--- src/rktf_pkg.sv ---
// Package for the tape record framer: job descriptor, sequencer slot codes,
// register indexes and format constants. No dependencies.
`timescale 1ns / 1ps

package rktf_pkg;

   localparam logic [7:0] SYNC_BYTE = 8'hE6;

   localparam int CSR_INDEX_WIDTH = 2;
   localparam logic [CSR_INDEX_WIDTH-1:0] CSR_LOAD_ADDRESS = 2'd0;
   localparam logic [CSR_INDEX_WIDTH-1:0] CSR_BYTE_COUNT   = 2'd1;
   localparam logic [CSR_INDEX_WIDTH-1:0] CSR_TAPE_VARIANT = 2'd2;

   localparam logic VARIANT_ADDITIVE = 1'b0;

   typedef struct packed {
      logic [7:0]  payload_byte;
      logic        first;
      logic        last;
      logic        tape_variant;
      logic [15:0] load_address;
      logic [15:0] end_address;
      logic [15:0] checksum;
   } job_type;

   typedef enum logic [11:0] {
      SLOT_LEADER = 12'b0000_0000_0001,
      SLOT_SYNC   = 12'b0000_0000_0010,
      SLOT_LA_HI  = 12'b0000_0000_0100,
      SLOT_LA_LO  = 12'b0000_0000_1000,
      SLOT_EA_HI  = 12'b0000_0001_0000,
      SLOT_EA_LO  = 12'b0000_0010_0000,
      SLOT_DATA   = 12'b0000_0100_0000,
      SLOT_PAD0   = 12'b0000_1000_0000,
      SLOT_PAD1   = 12'b0001_0000_0000,
      SLOT_SYNC2  = 12'b0010_0000_0000,
      SLOT_CK_HI  = 12'b0100_0000_0000,
      SLOT_CK_LO  = 12'b1000_0000_0000
   } slot_type;

endpackage

--- src/rktf_front.sv ---
// Front end: accepts payload bytes, tracks record position and checksum,
// and builds one job per byte. Depends on rktf_pkg.
`timescale 1ns / 1ps

module rktf_front (
   input  logic              clock,
   input  logic              reset,
   input  logic              accept,
   input  logic [7:0]        payload_byte,
   input  logic [15:0]       load_address,
   input  logic [15:0]       byte_count,
   input  logic              tape_variant,
   output rktf_pkg::job_type job
);

   logic [15:0] position_ff, position_in;
   logic [15:0] checksum_ff, checksum_in;
   logic        last;
   logic [15:0] ck_next;
   logic [7:0]  ck_lo_sum;

   always_comb begin
      last      = (position_ff == (byte_count - 16'd1));
      ck_lo_sum = checksum_ff[7:0] + payload_byte;
      if (tape_variant == rktf_pkg::VARIANT_ADDITIVE) begin
         if (last) begin
            ck_next = {checksum_ff[15:8], ck_lo_sum};
         end else begin
            ck_next = checksum_ff + {payload_byte, payload_byte};
         end
      end else if (position_ff[0]) begin
         ck_next = checksum_ff ^ {payload_byte, 8'h00};
      end else begin
         ck_next = checksum_ff ^ {8'h00, payload_byte};
      end

      job.payload_byte = payload_byte;
      job.first        = (position_ff == 16'd0);
      job.last         = last;
      job.tape_variant = tape_variant;
      job.load_address = load_address;
      job.end_address  = load_address + byte_count - 16'd1;
      job.checksum     = ck_next;

      position_in = position_ff;
      checksum_in = checksum_ff;
      if (accept) begin
         position_in = last ? 16'd0 : position_ff + 16'd1;
         checksum_in = last ? 16'd0 : ck_next;
      end
   end

   always_ff @(posedge clock) begin
      if (reset) begin
         position_ff <= 16'd0;
         checksum_ff <= 16'd0;
      end else begin
         position_ff <= position_in;
         checksum_ff <= checksum_in;
      end
   end

endmodule

--- src/rktf_job_fifo.sv ---
// Two-entry job queue between front and back end. Depends on rktf_pkg.
`timescale 1ns / 1ps

module rktf_job_fifo (
   input  logic              clock,
   input  logic              reset,
   input  logic              push,
   input  rktf_pkg::job_type push_job,
   output logic              full,
   input  logic              pop,
   output logic              valid,
   output rktf_pkg::job_type head_job,
   output logic [1:0]        count
);

   rktf_pkg::job_type mem_ff [2];
   logic       wr_ptr_ff, wr_ptr_in;
   logic       rd_ptr_ff, rd_ptr_in;
   logic [1:0] count_ff, count_in;

   assign full     = (count_ff == 2'd2);
   assign valid    = (count_ff != 2'd0);
   assign head_job = mem_ff[rd_ptr_ff];
   assign count    = count_ff;

   always_comb begin
      wr_ptr_in = push ? ~wr_ptr_ff : wr_ptr_ff;
      rd_ptr_in = pop ? ~rd_ptr_ff : rd_ptr_ff;
      count_in  = count_ff + {1'b0, push} - {1'b0, pop};
   end

   always_ff @(posedge clock) begin
      if (push) begin
         mem_ff[wr_ptr_ff] <= push_job;
      end
   end

   always_ff @(posedge clock) begin
      if (reset) begin
         wr_ptr_ff <= 1'b0;
         rd_ptr_ff <= 1'b0;
         count_ff  <= 2'd0;
      end else begin
         wr_ptr_ff <= wr_ptr_in;
         rd_ptr_ff <= rd_ptr_in;
         count_ff  <= count_in;
      end
   end

endmodule

--- src/rktf_back.sv ---
// Back end: expands each job into its run-length results, one per cycle
// unless the output register stays full. Depends on rktf_pkg.
`timescale 1ns / 1ps

module rktf_back #(
   parameter int LEADER_LENGTH = 256
) (
   input  logic              clock,
   input  logic              reset,
   input  logic              job_valid,
   input  rktf_pkg::job_type job,
   output logic              job_pop,
   input  logic              out_pop,
   output logic              out_valid,
   output logic [7:0]        tape_byte,
   output logic [8:0]        repeat_count,
   output logic              last_of_run,
   output logic              record_done
);

   rktf_pkg::slot_type slot_ff, slot_in, cur_slot, next_slot;
   logic       busy_ff, busy_in;
   logic       valid_ff, valid_in;
   logic [7:0] byte_ff, byte_in;
   logic [8:0] count_ff, count_in;
   logic       lor_ff, lor_in;
   logic       done_ff, done_in;
   logic       emit;
   logic       final_slot;

   always_comb begin
      cur_slot = busy_ff ? slot_ff
                         : (job.first ? rktf_pkg::SLOT_LEADER : rktf_pkg::SLOT_DATA);
      byte_in    = 8'h00;
      count_in   = 9'd1;
      final_slot = 1'b0;
      next_slot  = rktf_pkg::SLOT_DATA;
      case (cur_slot)
         rktf_pkg::SLOT_LEADER: begin
            count_in  = 9'(LEADER_LENGTH);
            next_slot = rktf_pkg::SLOT_SYNC;
         end
         rktf_pkg::SLOT_SYNC: begin
            byte_in   = rktf_pkg::SYNC_BYTE;
            next_slot = rktf_pkg::SLOT_LA_HI;
         end
         rktf_pkg::SLOT_LA_HI: begin
            byte_in   = job.load_address[15:8];
            next_slot = rktf_pkg::SLOT_LA_LO;
         end
         rktf_pkg::SLOT_LA_LO: begin
            byte_in   = job.load_address[7:0];
            next_slot = rktf_pkg::SLOT_EA_HI;
         end
         rktf_pkg::SLOT_EA_HI: begin
            byte_in   = job.end_address[15:8];
            next_slot = rktf_pkg::SLOT_EA_LO;
         end
         rktf_pkg::SLOT_EA_LO: begin
            byte_in   = job.end_address[7:0];
            next_slot = rktf_pkg::SLOT_DATA;
         end
         rktf_pkg::SLOT_DATA: begin
            byte_in    = job.payload_byte;
            final_slot = !job.last;
            next_slot  = (job.tape_variant == rktf_pkg::VARIANT_ADDITIVE)
                         ? rktf_pkg::SLOT_PAD0 : rktf_pkg::SLOT_CK_HI;
         end
         rktf_pkg::SLOT_PAD0: begin
            next_slot = rktf_pkg::SLOT_PAD1;
         end
         rktf_pkg::SLOT_PAD1: begin
            next_slot = rktf_pkg::SLOT_SYNC2;
         end
         rktf_pkg::SLOT_SYNC2: begin
            byte_in   = rktf_pkg::SYNC_BYTE;
            next_slot = rktf_pkg::SLOT_CK_HI;
         end
         rktf_pkg::SLOT_CK_HI: begin
            byte_in   = job.checksum[15:8];
            next_slot = rktf_pkg::SLOT_CK_LO;
         end
         rktf_pkg::SLOT_CK_LO: begin
            byte_in    = job.checksum[7:0];
            final_slot = 1'b1;
         end
         default: begin
            final_slot = 1'b1;
         end
      endcase
      lor_in  = final_slot;
      done_in = (cur_slot == rktf_pkg::SLOT_CK_LO);

      emit    = job_valid && (!valid_ff || out_pop);
      job_pop = emit && final_slot;
      busy_in = busy_ff;
      slot_in = slot_ff;
      if (emit) begin
         busy_in = !final_slot;
         slot_in = next_slot;
      end
      valid_in = emit || (valid_ff && !out_pop);
   end

   always_ff @(posedge clock) begin
      if (reset) begin
         busy_ff  <= 1'b0;
         slot_ff  <= rktf_pkg::SLOT_DATA;
         valid_ff <= 1'b0;
      end else begin
         busy_ff  <= busy_in;
         slot_ff  <= slot_in;
         valid_ff <= valid_in;
      end
   end

   always_ff @(posedge clock) begin
      if (emit) begin
         byte_ff  <= byte_in;
         count_ff <= count_in;
         lor_ff   <= lor_in;
         done_ff  <= done_in;
      end
   end

   assign out_valid    = valid_ff;
   assign tape_byte    = byte_ff;
   assign repeat_count = count_ff;
   assign last_of_run  = lor_ff;
   assign record_done  = done_ff;

endmodule

--- src/rk_tape_record_framer_core.sv ---
// Top level of the tape record framer: configuration registers, front end,
// job queue and back end. Depends on rktf_pkg, rktf_front, rktf_job_fifo, rktf_back.
//
//   channel  ports                          direction  transaction
//   req      req_push/req_full, payload     in         one payload byte
//   rsp      rsp_empty/rsp_pop, result      out        one run-length result
//   csr      csr_we, csr_index, csr_wdata   in         one register write
//
// Each payload byte yields 1 to 12 results; the back end sends one result per
// cycle while a job is queued, unless the consumer leaves a result unpopped.
// A byte is taken whenever the two-entry job queue has room, so the front end
// runs ahead while the back end or the consumer stalls.
// Synchronous active-high reset clears position, checksum and all queues.
`timescale 1ns / 1ps

module rk_tape_record_framer_core #(
   parameter int LEADER_LENGTH = 256
) (
   input  logic                                 clock,
   input  logic                                 reset,
   input  logic                                 req_push,
   output logic                                 req_full,
   input  logic [7:0]                           req_payload_byte,
   output logic                                 rsp_empty,
   input  logic                                 rsp_pop,
   output logic [7:0]                           rsp_tape_byte,
   output logic [8:0]                           rsp_repeat_count,
   output logic                                 rsp_last_of_run,
   output logic                                 rsp_record_done,
   input  logic                                 csr_we,
   input  logic [rktf_pkg::CSR_INDEX_WIDTH-1:0] csr_index,
   input  logic [15:0]                          csr_wdata
);

   logic [15:0] load_address_ff, load_address_in;
   logic [15:0] byte_count_ff, byte_count_in;
   logic        tape_variant_ff, tape_variant_in;

   rktf_pkg::job_type front_job, head_job;
   logic       accept;
   logic       job_valid, job_pop, out_valid;
   logic [1:0] job_count;

   always_comb begin
      load_address_in = load_address_ff;
      byte_count_in   = byte_count_ff;
      tape_variant_in = tape_variant_ff;
      if (csr_we) begin
         case (csr_index)
            rktf_pkg::CSR_LOAD_ADDRESS: load_address_in = csr_wdata;
            rktf_pkg::CSR_BYTE_COUNT:   byte_count_in   = csr_wdata;
            rktf_pkg::CSR_TAPE_VARIANT: tape_variant_in = csr_wdata[0];
            default: ;
         endcase
      end
   end

   always_ff @(posedge clock) begin
      if (reset) begin
         load_address_ff <= 16'h0100;
         byte_count_ff   <= 16'd1;
         tape_variant_ff <= rktf_pkg::VARIANT_ADDITIVE;
      end else begin
         load_address_ff <= load_address_in;
         byte_count_ff   <= byte_count_in;
         tape_variant_ff <= tape_variant_in;
      end
   end

   assign accept    = req_push && !req_full;
   assign rsp_empty = !out_valid;

   rktf_front u_front (
      .clock        (clock),
      .reset        (reset),
      .accept       (accept),
      .payload_byte (req_payload_byte),
      .load_address (load_address_ff),
      .byte_count   (byte_count_ff),
      .tape_variant (tape_variant_ff),
      .job          (front_job)
   );

   rktf_job_fifo u_job_fifo (
      .clock    (clock),
      .reset    (reset),
      .push     (accept),
      .push_job (front_job),
      .full     (req_full),
      .pop      (job_pop),
      .valid    (job_valid),
      .head_job (head_job),
      .count    (job_count)
   );

   rktf_back #(
      .LEADER_LENGTH (LEADER_LENGTH)
   ) u_back (
      .clock        (clock),
      .reset        (reset),
      .job_valid    (job_valid),
      .job          (head_job),
      .job_pop      (job_pop),
      .out_pop      (rsp_pop),
      .out_valid    (out_valid),
      .tape_byte    (rsp_tape_byte),
      .repeat_count (rsp_repeat_count),
      .last_of_run  (rsp_last_of_run),
      .record_done  (rsp_record_done)
   );

`ifndef SYNTH
   a_done_is_last: assert property (@(posedge clock) disable iff (reset)
      (!rsp_empty && rsp_record_done) |-> (rsp_last_of_run && rsp_repeat_count == 9'd1))
      else $error("record_done without last_of_run");

   a_pop_gives_result: assert property (@(posedge clock) disable iff (reset)
      job_pop |=> !rsp_empty)
      else $error("job retired without a result");

   a_queue_bound: assert property (@(posedge clock) disable iff (reset)
      (job_count == 2'd2) |-> (req_full && !$past(job_count == 2'd2 && !job_pop && accept)))
      else $error("job queue overflow");
`endif

endmodule
--- config.mk ---
export PLATFORM = sky130hd
export DESIGN_NAME = rk_tape_record_framer_core
export DESIGN_NICKNAME = d
export VERILOG_FILES = /design/src/rktf_pkg.sv /design/src/rktf_front.sv /design/src/rktf_job_fifo.sv /design/src/rktf_back.sv /design/src/rk_tape_record_framer_core.sv
export SDC_FILE = /design/constraint.sdc
export NUM_CORES = 1
export LEC_CHECK = 0
export BUFFER_PORTS_ARGS = -buffer_cell sky130_fd_sc_hd__buf_2
export CAP_MARGIN = 20
export CORE_AREA = 10 10 121 178
export CTS_CLUSTER_SIZE = 16
export DETAILED_ROUTE_END_ITERATION = 12
export DIE_AREA = 0 0 131 188
export PLACE_DENSITY_LB_ADDON = 0.3
export REMOVE_ABC_BUFFERS = 1
export SETUP_SLACK_MARGIN = 0.2
export SKIP_LAST_GASP = 1
export SYNTH_ARGS = -nofsm -noshare
export SYNTH_HDL_FRONTEND = slang
export SYNTH_HIERARCHICAL = 1
export SYNTH_SLANG_ARGS = --single-unit
--- constraint.sdc ---
create_clock -name clock -period 7.8 [get_ports clock]
set_clock_uncertainty 0.15 [all_clocks]
set_input_delay 1.56 -clock clock [delete_from_list [all_inputs] [get_ports clock]]
set_output_delay 1.56 -clock clock [all_outputs]
set_load 0.01 [all_outputs]
# Word level (Yosys, flattened, before mapping)
# Memory sizes are Yosys's and may differ from the RTL's. A register that Yosys moved wholly into a read port is not among the register bits.
# Index checks and enable logic that the tools add are counted.
[word_totals]
ff_bits = 102
ram_bits = 118
word_cells = 79
mem_count = 1
[mem_list]
columns = ["name", "words", "word_bits", "rd", "rd_clocked_by_memory_dff", "wr", "line_no", "rtl"]
rows = [
  ["u_job_fifo.mem_ff", 2, 59, 1, 1, 1, "rktf_job_fifo.sv:16", "rktf_pkg::job_type mem_ff [2];"],
]
[op_classes]
addsub = 8
n_eq_ne = 16
n_mux = 16
n_bitwise = 4
reduce_logical = 19
[op_table]
columns = ["cell", "n"]
rows = [
  ["one-hot mux 12 bit (10 select lines)", 1],
  ["two-way mux 16 bit", 5],
  ["one-hot mux 8 bit (8 select lines)", 1],
  ["adder 16 bit", 2],
  ["subtractor 16 x 1 -> 16 bit (second input constant)", 2],
  ["adder 16 x 1 -> 16 bit (second input constant)", 1],
  ["== test 16 bit", 1],
  ["zero test 16 bit", 1],
  ["XOR 16 bit", 1],
  ["XOR 16 x 8 -> 16 bit", 1],
  ["== test 12 x 1 -> 1 bit (second input constant)", 1],
  ["== test 12 x 10 -> 1 bit (second input constant)", 1],
  ["== test 12 x 11 -> 1 bit (second input constant)", 1],
  ["== test 12 bit (second input constant)", 1],
  ["== test 12 x 2 -> 1 bit (second input constant)", 1],
  ["== test 12 x 3 -> 1 bit (second input constant)", 1],
  ["== test 12 x 4 -> 1 bit (second input constant)", 1],
  ["== test 12 x 5 -> 1 bit (second input constant)", 1],
  ["== test 12 x 6 -> 1 bit (second input constant)", 1],
  ["== test 12 x 7 -> 1 bit (second input constant)", 1],
  ["== test 12 x 8 -> 1 bit (second input constant)", 1],
  ["== test 12 x 9 -> 1 bit (second input constant)", 1],
  ["two-way mux 12 bit", 1],
  ["two-way mux 11 bit", 1],
  ["18 further kinds", 33],
]

# Logic depth before layout (Yosys ltp)
# Gate-level depths: netlist of run 1.
[logic_depth]
depth_word = 8
ltp_mapped = 15
ltp_nobuf = 15

# By module
# The synthesis of run 1 kept the hierarchy.
[by_module_without_submodules]
columns = ["mod", "n_inst", "cells_each", "area_each_um2", "seq_area_each_um2"]
rows = [
  ["rktf_job_fifo", 1, 205, 4521.8, 3643.5],
  ["rktf_front", 1, 562, 4078.9, 640.6],
  ["rktf_back", 1, 196, 1686.6, 620.6],
  ["rk_tape_record_framer_core", 1, 132, 1390.1, 660.6],
]

# Least setup slack after synthesis of run 1
# No wires, ideal clock.
[synth_timing]
path_kind = "input -> register"
from = "input port req_push"
to = "memory u_job_fifo/mem_ff[0][0] (netlist bit), enable pin"
setup_time_ns = 0.483
arrival_time_ns = 4.504
required_ns = 7.167
setup_slack_ns = 2.663
cell_stages = 2
cell_sequence = "nor2b_1 > nor2b_1"
[synth_between]
elab_chain_cells = 3
[synth_rtl]
columns = ["element", "line_no", "rtl"]
rows = [
  ["start, declared", "rk_tape_record_framer_core.sv:21", "input logic req_push,"],
  ["logical AND 1 bit", "rk_tape_record_framer_core.sv:70", "assign accept = req_push && !req_full;"],
  ["two-way mux 1 bit", "rktf_job_fifo.sv:33", "if (push) begin"],
  ["two-way mux 1 bit (implied by the code)", "rktf_job_fifo.sv:34", "mem_ff[wr_ptr_ff] <= push_job;"],
  ["end, declared", "rktf_job_fifo.sv:16", ""],
]
# No other way between the ends.

# Worst setup path after layout of run 1
[layout_timing]
from = "input port req_payload_byte[0]"
to = "register u_front.checksum_ff[14]"
[layout_between]
elab_chain_cells = 4
[layout_rtl]
columns = ["element", "line_no", "rtl"]
rows = [
  ["start, declared", "rk_tape_record_framer_core.sv:23", "input logic [7:0] req_payload_byte,"],
  ["adder 16 bit", "rktf_front.sv:29", "ck_next = checksum_ff + {payload_byte, payload_byte};"],
  ["two-way mux 16 bit", "rktf_front.sv:26", "if (last) begin"],
  ["two-way mux 16 bit", "rktf_front.sv:25", "if (tape_variant == rktf_pkg::VARIANT_ADDITIVE) begin"],
  ["two-way mux 16 bit", "rktf_front.sv:49", "checksum_in = last ? 16'd0 : ck_next;"],
  ["end signal, assigned", "rktf_front.sv:59", "checksum_ff <= checksum_in;"],
  ["end, declared", "rktf_front.sv:17", "logic [15:0] checksum_ff, checksum_in;"],
]
# No other way between the ends.
# A chain may end at the register's enable or synchronous reset.

==> impl_metrics.py, run 1 <==
metrics = {
    "layout": {
        "antenna-diode-count": 0,
        "postLayoutCoreUtil_pct": 67.7,
        "drive_above_1_share_pct": 14.5,
        "area_delta_synth_final_pct": 6.59,
        "nets": 1176,
    },
    "timing": {
        "slew_viol_final": 0,
        "setup_viol": 0,
        "fin_crit_ns": 4.04,
        "setup_slack_ns": 3.76,
        "rsz0062_at_grt": "false",
        "finalHoldViolCount": 0,
        "max_slew_margin_pct": 28.1,
        "fmax_ghz": 0.248,
        "post-route-period-util_pct": 51.8,
        "worst_pin_slew_ns": 1.07,
        "setup_tns_ns": 0,
    },
    "clocking": {
        "cts_buffers": 20,
        "cts.htree.levels": 1,
        "post-cts-setup-buffer-count": 0,
        "hold_buffers": 0,
        "ctsResizeCount": 0,
        "cts_tree": "built",
        "cts.sinks": 213,
        "path_clk_slew_ns": 0.07,
        "cts_buffer_depth": 3,
        "insertion_delay_ns": 0.50,
        "clock-root-buffer": "clkbuf_16",
    },
    "floorplanning": {
        "core_mm2": 0.0184,
        "die_w_um": 131,
        "die_h_um": 188,
        "start_util_pct": 63.5,
        "dieArea_mm2": 0.0246,
        "num_rows": 61,
        "ioPinCount": 52,
    },
    "placed_design": {
        "dp_slack_ns": 3.27,
        "place_congestion": 0.914,
        "hpwl_um": 19300,
        "numPortBuffers": 44,
    },
    "setup_path": {
        "cp.required_ns": 8.05,
        "critPathKind": "in -> reg",
        "cp_slowest_cell": "fa_1",
        "crit_path_end_kind": "flop",
        "critPathMaxFanout": 4,
        "cpPeakStageDelay_ns": 0.41,
        "crit_path_cell_trace": "buf_2, ha_1, fa_1, a21o_1, a2111o_1, o31a_1, a31oi_1, o21a_1, nor2_1, a22oi_1, o21ai_0, a22o_1",
        "reg2reg_depth": 11,
        "crit_arrival_ns": 4.29,
        "start_kind": "primary input",
    },
    "pwr": {
        "p_sw_share_pct": 31.8,
        "p_total_mw": 3.59,
        "power.density_mw_per_mm2": 288,
        "power_frac_comb_pct": 29.5,
        "leakage_nw": 4.78,
        "p_int_mw": 2.45,
        "ir_drop_mv": 0.176,
        "clkPwrFrac_pct": 27.2,
        "power_frac_seq_pct": 43.3,
        "switchingPower_mw": 1.14,
    },
    "synth": {
        "synthCells": 1095,
        "syn_avg_cell_area_um2": 10.7,
        "yosysTopAreaCellShare_pct": 33.4,
        "synth_edf_count": 130,
        "synth-main-ff-cell": "edfxtp_1",
        "ys_seq_elements": 213,
        "synthArstFlopShare_pct": 0,
        "ys_types": 83,
        "synth_area_leaders": "edfxtp_1 (33%), dfxtp_1 (14%), ha_1 (5.3%), mux2_2 (4.7%), mux2i_1 (3.3%)",
        "yosysWarnings": 6,
        "synthesis.area_mm2": 0.0117,
        "ys_seq_area_share_pct": 47.7,
        "yosys.area.top_type": "edfxtp_1",
    },
    "grt": {
        "grt_pass1_wl_um": 43300,
        "grt.total_usage_pct": 22.0,
        "grt_overflow": 0,
        "grt_max_degree": 61,
        "grt_pass1_vias": 8122,
        "antenna_found_initial": 0,
    },
    "worst_hold_path": {
        "hold_path_class": "reg -> reg",
        "whs_path_depth": 2,
    },
    "detailed_routing": {
        "dr.first_iter.drc_count": 768,
        "dr_total_vias": 8206,
        "avgRoutedWirePerCell_um": 19.9,
        "drt_first_pass_iters": 5,
        "drt.antenna.violating_nets": 0,
        "wl_um": 27100,
        "viasPerCell": 6.03,
        "drc": 0,
    },
    "flow_run": {
        "drv_cap": 0,
    },
    "status": {
        "status": "finished, final reports clean",
    },
}
## layout by cell type (no fill, tap or decap), types with 8 or more instances in the layout
cell         n
edfxtp_1   130
inv_1       89
dfxtp_1     82
nor2_1      64
nand2_1     61
nand2b_1    55
a21oi_1     50
ha_1        49
mux2_2      49
buf_2       44
mux2i_1     38
nand3_1     36
xnor2_1     32
xor2_1      24
o21ai_0     23
clkbuf_16   21
nor3_1      21
a22oi_1     16
a221oi_1    15
a21o_1      12
nand4_1     11
and3_1      10
mux2_4      10
nor2b_1      9
buf_4        8
nor4_1       8
a31oi_1      8
a22o_1       8
## critical path: cells and delay by family
family / cells / cell delay, ns
compound gates: 8 / 1.90
fa+ha+maj: 2 / 0.65
buf+inv: 1 / 0.13
simple gates: 1 / 0.07
## routing by layer
metal / vias to the layer above / routed length [um] / track usage (%)
li1: 3908 / - / -
met5: - / 0 / 0
met3: 50 / 1170 / 2.29
met2: 234 / 14000 / 38.3
met1: 4014 / 11100 / 27.1
met4: 0 / 820 / 8.07
## per-stage QoR
stage / cell area (um2) / hold slack (ns) / std cells
global placement: 11800 / 0.310 / 1324
global route: 12400 / 0.359 / 1360
finish: 12400 / 0.331 / 1360
detailed placement: 11800 / 0.315 / 1324
CTS: 12400 / 0.334 / 1360
floorplan: 11200 / 0.293 / 1020
## registers in the layout, indices dropped and copies added, names as in the netlist, 2 cells and up, named ones only
name                 count
byte_count_ff           16
load_address_ff         16
u_back/repeat_count      2
u_back/slot_ff          11
u_back/tape_byte         8
u_front/checksum_ff     16
u_front/position_ff     16
u_job_fifo/count         2
u_job_fifo/mem_ff      118
## layout make-up
cell class                 instances  area, um2
clock buffer                      28        552
multi-input combinational        717       5300
tap                              252        315
inverter                          90        338
fill                            1402       5950
clock inverter                     8       91.3
sequential                       213       5570
timing repair buffer              52        280
## synth_stat cells (11+ instances only)
library cell  count
o21ai_0          23
edfxtp_1        130
a221oi_1         15
nor2_1           64
clkbuf_1         29
a22oi_1          16
a21oi_1          50
mux2i_1          38
a21o_1           12
nand2_1          61
dfxtp_1          83
xor2_1           24
nand2b_1         55
mux2_2           49
ha_1             49
nand4_1          11
xnor2_1          32
nand3_1          36
inv_1            89
nor3_1           21
buf_4            33
## worst paths after layout
check	startpoint	to	slack, ns
worst max register to register	byte_count_ff[0]$_SDFFE_PP1P_	u_job_fifo/mem_ff[0][11]$_DFFE_PP_	3.92
worst max-delay path	req_payload_byte[0]	u_front/checksum_ff[14]$_SDFFE_PP0P_	3.76
worst min register to register	u_front/checksum_ff[7]$_SDFFE_PP0P_	u_front/checksum_ff[7]$_SDFFE_PP0P_	0.33
worst min-delay path	u_front/checksum_ff[7]$_SDFFE_PP0P_	u_front/checksum_ff[7]$_SDFFE_PP0P_	0.33
## power by group through the flow
| stage | clock network [mW] | logic, mW | registers (mW) |
|---|---|---|---|
| finish | 0.976 | 1.06 | 1.56 |
| global route | 1.03 | 1.15 | 1.58 |
| CTS | 0.991 | 1.05 | 1.55 |
| detailed placement | 0 | 1.04 | 1.58 |
| global placement | 0 | 1.03 | 1.57 |
| floorplan | 0 | 0.719 | 1.59 |
## kinds of logic (layout without fill, tap and decap cells)
logic type / count (synthesis) / count (layout) / synth area share, %
AO/OA/AOI/OAI: 184 / 184 / 10.8
flip-flops: 213 / 213 / 47.7
XOR/XNOR: 57 / 57 / 4.39
adder cells (fa/ha/maj): 51 / 51 / 5.59
buffers and inverters: 171 / 178 / 7.19
AND/OR/NAND/NOR: 321 / 321 / 15.1
multiplexers: 97 / 97 / 9.27
other: 1 / 7 / 0.0321
Power figures use the tool's default switching activity.
==> inputs of run 2 (changes only) <==
Settings changed: CORE_AREA 10 10 121 178 to 10 10 129 190, DIE_AREA 0 0 131 188 to 0 0 139 200.
Clock period 7.8 ns to 3.6 ns, I/O delays scaled along.
==> run 2 against run 1 <==
Compared with the run above: core utilization fell by 6.1 points; final cell count is 3.5% higher; via count about the same; sequential power increased by 110%; count of clock-buffer cells in the layout rose by 4; wire length up 0.58%; flip-flop and latch count unchanged; cell area increased by 3.8%.
==> impl_metrics.py, run 2 (same netlist as run 1, synthesis figures left out) <==
metrics = {
    "clocking": {
        "cts_buffer_depth": 3,
        "cts_tree": "built",
        "clock-root-buffer": "clkbuf_16",
        "path_clk_slew_ns": 0.07,
        "cts_buffers": 22,
        "insertion_delay_ns": 0.51,
        "cts.sinks": 213,
        "cts.htree.levels": 1,
    },
    "pwr": {
        "power.density_mw_per_mm2": 639,
        "p_total_mw": 8.26,
        "leakage_nw": 5.01,
        "ir_drop_mv": 0.354,
    },
    "setup_path": {
        "crit_path_end_kind": "flop",
        "critPathBufInv": 1,
        "crit_top_cell": "a22o_1",
        "cp_slowest_cell": "or4_4",
        "cpPeakStageDelay_ns": 0.61,
        "crit_arrival_ns": 3.56,
        "reg2reg_depth": 10,
        "crit_path_cell_trace": "nor4_4, buf_4, nand2_1, nor2_1, xnor2_1, or3_4, or4_4, a311o_1, a22o_1, a22o_1",
        "path_depth": 10,
        "critPathMaxFanout": 7,
        "crit_family": "simple AND/OR/NAND/NOR gates",
        "critPathKind": "reg -> reg",
        "start_kind": "flop",
        "cp.required_ns": 3.85,
    },
    "detailed_routing": {
        "viasPerCell": 5.83,
        "avgRoutedWirePerCell_um": 19.4,
        "wl_um": 27300,
        "dr.first_iter.drc_count": 685,
        "drt.antenna.violating_nets": 0,
        "drc": 0,
        "dr_total_vias": 8202,
        "drt_first_pass_iters": 7,
    },
    "layout": {
        "drive_above_1_share_pct": 18.3,
        "antenna-diode-count": 0,
        "nets": 1205,
        "fillers": 1736,
        "largest_reg_flops": 118,
        "top_register": "u_job_fifo/mem_ff",
        "postLayoutCoreUtil_pct": 61.6,
        "area_delta_synth_final_pct": 10.6,
        "mostFrequentLayoutCell": "edfxtp_1",
        "final_cell_mix": "edfxtp_1 (130), inv_1 (89), dfxtp_1 (79), nor2_1 (64), nand2_1 (61)",
        "final_area_mm2": 0.0129,
    },
    "timing": {
        "setup_viol": 0,
        "setup_tns_ns": 0,
        "rsz0062_at_grt": "false",
        "max_slew_margin_pct": 43.7,
        "post-route-period-util_pct": 92.0,
        "fin_crit_ns": 3.31,
        "slew_viol_final": 0,
        "worst_pin_slew_ns": 0.845,
        "finalHoldViolCount": 0,
        "fmax_ghz": 0.302,
    },
    "floorplanning": {
        "ioPinCount": 52,
        "die_w_um": 139,
        "core_mm2": 0.0210,
        "start_util_pct": 55.7,
        "die_h_um": 200,
        "num_rows": 65,
        "dieArea_mm2": 0.0278,
    },
    "grt": {
        "grt_overflow": 0,
        "antenna_found_initial": 0,
        "grt_pass1_wl_um": 43000,
        "grt_pass1_vias": 8295,
        "grt.total_usage_pct": 19.0,
        "grt_max_degree": 66,
    },
    "worst_hold_path": {
        "hold_path_class": "reg -> reg",
        "whs_path_depth": 0,
    },
    "placed_design": {
        "hpwl_um": 19800,
        "numPortBuffers": 44,
        "place_area_mm2": 0.0120,
        "place_congestion": 0.904,
    },
    "flow_run": {
        "drv_cap": 0,
    },
    "status": {
        "status": "finished, final reports clean",
    },
}
## run 2: cell count changes in the layout (fill, tap and decap cells not counted), moves of 2 or more
| cell | change |
|---|---|
| clkbuf_8 | +6 |
| dfxtp_2 | +2 |
| buf_12 | +2 |
| a21oi_2 | +2 |
| a21oi_1 | -2 |
| dfxtp_1 | -3 |
| clkbuf_1 | -6 |
| buf_4 | +25 |
| clkbuf_16 | +3 |
| clkinv_2 | -3 |
## run 2: worst paths after layout
kind / from / to / slack (ns)
min reg2reg: load_address_ff[1]$_SDFFE_PP0P_ / u_job_fifo/mem_ff[1][33]$_DFFE_PP_ / 0.31
max reg2reg: byte_count_ff[2]$_SDFFE_PP0P_ / u_front/checksum_ff[13]$_SDFFE_PP0P_ / 0.29
max: byte_count_ff[2]$_SDFFE_PP0P_ / u_front/checksum_ff[13]$_SDFFE_PP0P_ / 0.29
min: load_address_ff[1]$_SDFFE_PP0P_ / u_job_fifo/mem_ff[1][33]$_DFFE_PP_ / 0.31
## run 2: area by class of cell
type,count,area [um2],share of cell area (%)
clock buffer,32,692,5.36
sequential,213,5570,43.1
inverter,90,338,2.61
tap,268,335,2.60
timing repair buffer,79,508,3.93
multi-input combinational,717,5350,41.4
clock inverter,8,124,0.959
## run 2: per-layer routing
| metal | vias to the layer above | global-route usage [%] | part of all wire (%) |
|---|---|---|---|
| li1 | 3962 | - | - |
| met5 | - | 0 | 0 |
| met3 | 73 | 2.37 | 4.2 |
| met4 | 0 | 8.45 | 4.2 |
| met2 | 224 | 34.6 | 51 |
| met1 | 3943 | 22.0 | 40 |
## run 2: what timing repair did
item                                    4_1_cts  5_1_grt
hold buffers                                  0        0
endpoints found under the setup margin        4       21
pin swaps                                     1        6
buffers inserted                              0        5
gates cloned                                  0        0
resized for setup                             2       11
## run 2: through the flow
step | worst slack, ns | cells | hold slack [ns]
finish | 0.288 | 1407 | 0.311
global route | 0.188 | 1407 | 0.321
CTS | 0.220 | 1402 | 0.312
detailed placement | -0.0180 | 1362 | 0.320
global placement | 0.0262 | 1362 | 0.312
floorplan | -1.21 | 1020 | 0.293
## run 2: power by group
| part | leakage (nW) | internal (mW) | total, mW | switching, mW |
|---|---|---|---|---|
| combinational | 2.72 | 1.04 | 2.43 | 1.39 |
| clock | 0.401 | 1.55 | 2.49 | 0.941 |
| sequential | 1.90 | 3.13 | 3.33 | 0.199 |
| total | 5.01 | 5.73 | 8.26 | 2.53 |
==> inputs of run 3 (changes only) <==
==> constraint.sdc (replaced) <==
create_clock -name clock -period 3.6 [get_ports clock]
set_clock_uncertainty 0.15 [all_clocks]
set_input_delay 0.36 -clock clock [delete_from_list [all_inputs] [get_ports clock]]
set_output_delay 0.36 -clock clock [all_outputs]
set_load 0.01 [all_outputs]
==> run 3 against run 2 <==
Compared with the run above: highest routed layer unchanged; total power fell by 4.1%; setup slack improved by 0.011 ns; sequential share of layout area grew 0.14 points; sequential power is essentially flat; critical endpoint unchanged; register-to-register slack about the same; maximum frequency rose by 0.34%; critical path type unchanged; wire length grew 3.6%; global-route usage increased by 0.68 points; cell area is 0.25% lower; final cell count rose by 0.21%; non-clock buffer count rose by 3.
==> impl_metrics.py, run 3 (same netlist as run 1, synthesis figures left out) <==
metrics = {
    "clocking": {
        "path_clk_slew_ns": 0.06,
        "cts.htree.levels": 1,
        "cts_buffers": 22,
        "cts_tree": "built",
        "clock-root-buffer": "clkbuf_16",
        "insertion_delay_ns": 0.50,
        "cts.sinks": 213,
        "cts_buffer_depth": 3,
    },
    "pwr": {
        "p_total_mw": 7.92,
        "ir_drop_mv": 0.342,
        "power.density_mw_per_mm2": 615,
        "leakage_nw": 4.98,
    },
    "setup_path": {
        "cpPeakStageDelay_ns": 0.51,
        "crit_arrival_ns": 3.55,
        "start_kind": "flop",
        "critPathKind": "reg -> reg",
        "critPathMaxFanout": 8,
        "crit_path_end_kind": "flop",
        "crit_top_cell": "a22o_1",
        "crit_path_cell_trace": "nor4_4, a31o_1, a221oi_1, o22a_1, or3_4, or4_4, a311o_1, a22o_1, a22o_1",
        "cp.required_ns": 3.84,
        "cp_slowest_cell": "or4_4",
    },
    "layout": {
        "nets": 1208,
        "area_delta_synth_final_pct": 10.4,
        "antenna-diode-count": 0,
        "mostFrequentLayoutCell": "edfxtp_1",
        "final_cell_mix": "edfxtp_1 (130), inv_1 (89), dfxtp_1 (78), nor2_1 (63), nand2_1 (61)",
        "drive_above_1_share_pct": 18.0,
        "top_register": "u_job_fifo/mem_ff",
        "largest_reg_flops": 118,
    },
    "timing": {
        "max_slew_margin_pct": 39.7,
        "finalHoldViolCount": 0,
        "setup_viol": 0,
        "slew_viol_final": 0,
        "fmax_ghz": 0.303,
        "rsz0062_at_grt": "true",
        "post-route-period-util_pct": 91.7,
        "setup_slack_ns": 0.299,
        "setup_tns_ns": 0,
        "worst_pin_slew_ns": 0.905,
        "fin_crit_ns": 3.30,
        "timing.hold.ws_ns": 0.00323,
    },
    "grt": {
        "grt.total_usage_pct": 19.7,
        "antenna_found_initial": 0,
        "grt_max_degree": 60,
        "grt_pass1_wl_um": 44500,
        "grt_pass1_vias": 8259,
        "grt_overflow": 0,
    },
    "placed_design": {
        "numPortBuffers": 44,
        "place_congestion": 0.957,
        "dp_slack_ns": 0.156,
        "hpwl_um": 20400,
    },
    "detailed_routing": {
        "viasPerCell": 5.90,
        "dr_total_vias": 8323,
        "drc": 0,
        "drt_first_pass_iters": 5,
        "dr.first_iter.drc_count": 667,
        "wl_um": 28300,
        "avgRoutedWirePerCell_um": 20.1,
        "drt.antenna.violating_nets": 0,
    },
    "floorplanning": {
        "num_rows": 65,
        "dieArea_mm2": 0.0278,
        "die_w_um": 139,
        "start_util_pct": 55.7,
        "die_h_um": 200,
        "ioPinCount": 52,
        "core_mm2": 0.0210,
    },
    "status": {
        "status": "finished, final reports clean",
    },
    "flow_run": {
        "drv_cap": 0,
    },
    "worst_hold_path": {
        "hold_path_class": "in -> reg",
    },
}
[run 3: cell count changes in the layout (fill, tap and decap cells not counted), moves of 3 or more]
cell and change:
dlygate4sd3_1 +8, clkbuf_1 +3, buf_4 -5, bufinv_16 -3
[run 3: cell type report]
class	instances	area [um2]
clock buffers	33	667
multi-input cells	717	5380
well taps	268	335
fillers	1717	8100
repair buffers	82	551
inverters	90	338
clock inverters	7	43.8
flip-flops and latches	213	5580
[run 3: critical path: cells and delay by family, from the launching register on]
family	cells	cell delay (ns)
AO/OA/AOI/OAI	6	1.35
AND/OR/NAND/NOR	3	1.34
flip-flops	1	0.35
[run 3: worst paths after layout]
path / slack [ns] / from / cells after the start / end
setup / recovery: 0.30 / byte_count_ff[3]$_SDFFE_PP0P_ / 9 / u_front/checksum_ff[13]$_SDFFE_PP0P_
hold / removal: 0.003 / csr_wdata[13] / 3 / load_address_ff[13]$_SDFFE_PP0P_
setup reg to reg: 0.30 / byte_count_ff[3]$_SDFFE_PP0P_ / 9 / u_front/checksum_ff[13]$_SDFFE_PP0P_
hold reg to reg: 0.32 / load_address_ff[1]$_SDFFE_PP0P_ / 0 / u_job_fifo/mem_ff[0][33]$_DFFE_PP_
[run 3: where the power goes]
part           internal [mW]  switching (mW)  total [mW]
logic                   1.02            1.37        2.39
registers               3.13           0.207        3.34
clock network           1.28           0.912        2.20
total                   5.43            2.49        7.92
[run 3: timing repair]
action / in CTS / in global routing
pin swaps: 1 / 10
gates resized for setup: 0 / 20
setup endpoints to repair: 3 / 24
hold buffers: 8 / 0
endpoints found under the hold margin: 15 / 0
setup buffers: 2 / 4
[run 3: layer usage]
metal / wire length, um / up-vias / global-route usage (%) / share of wire, %
met1: 10700 / 4009 / 22.0 / 38
met4: 1250 / 0 / 9.07 / 4.4
met3: 1410 / 68 / 2.39 / 5.0
met5: 0 / - / 0 / 0
met2: 14900 / 281 / 36.7 / 53
li1: - / 3965 / - / -
[run 3: stage by stage]
stage	instances	area (um2)	utilization, %
floorplan	1020	11200	-
global placement	1356	12000	57.0
detailed placement	1356	12000	57.0
CTS	1406	12800	60.9
global route	1410	12900	61.4
finish	1410	12900	61.4
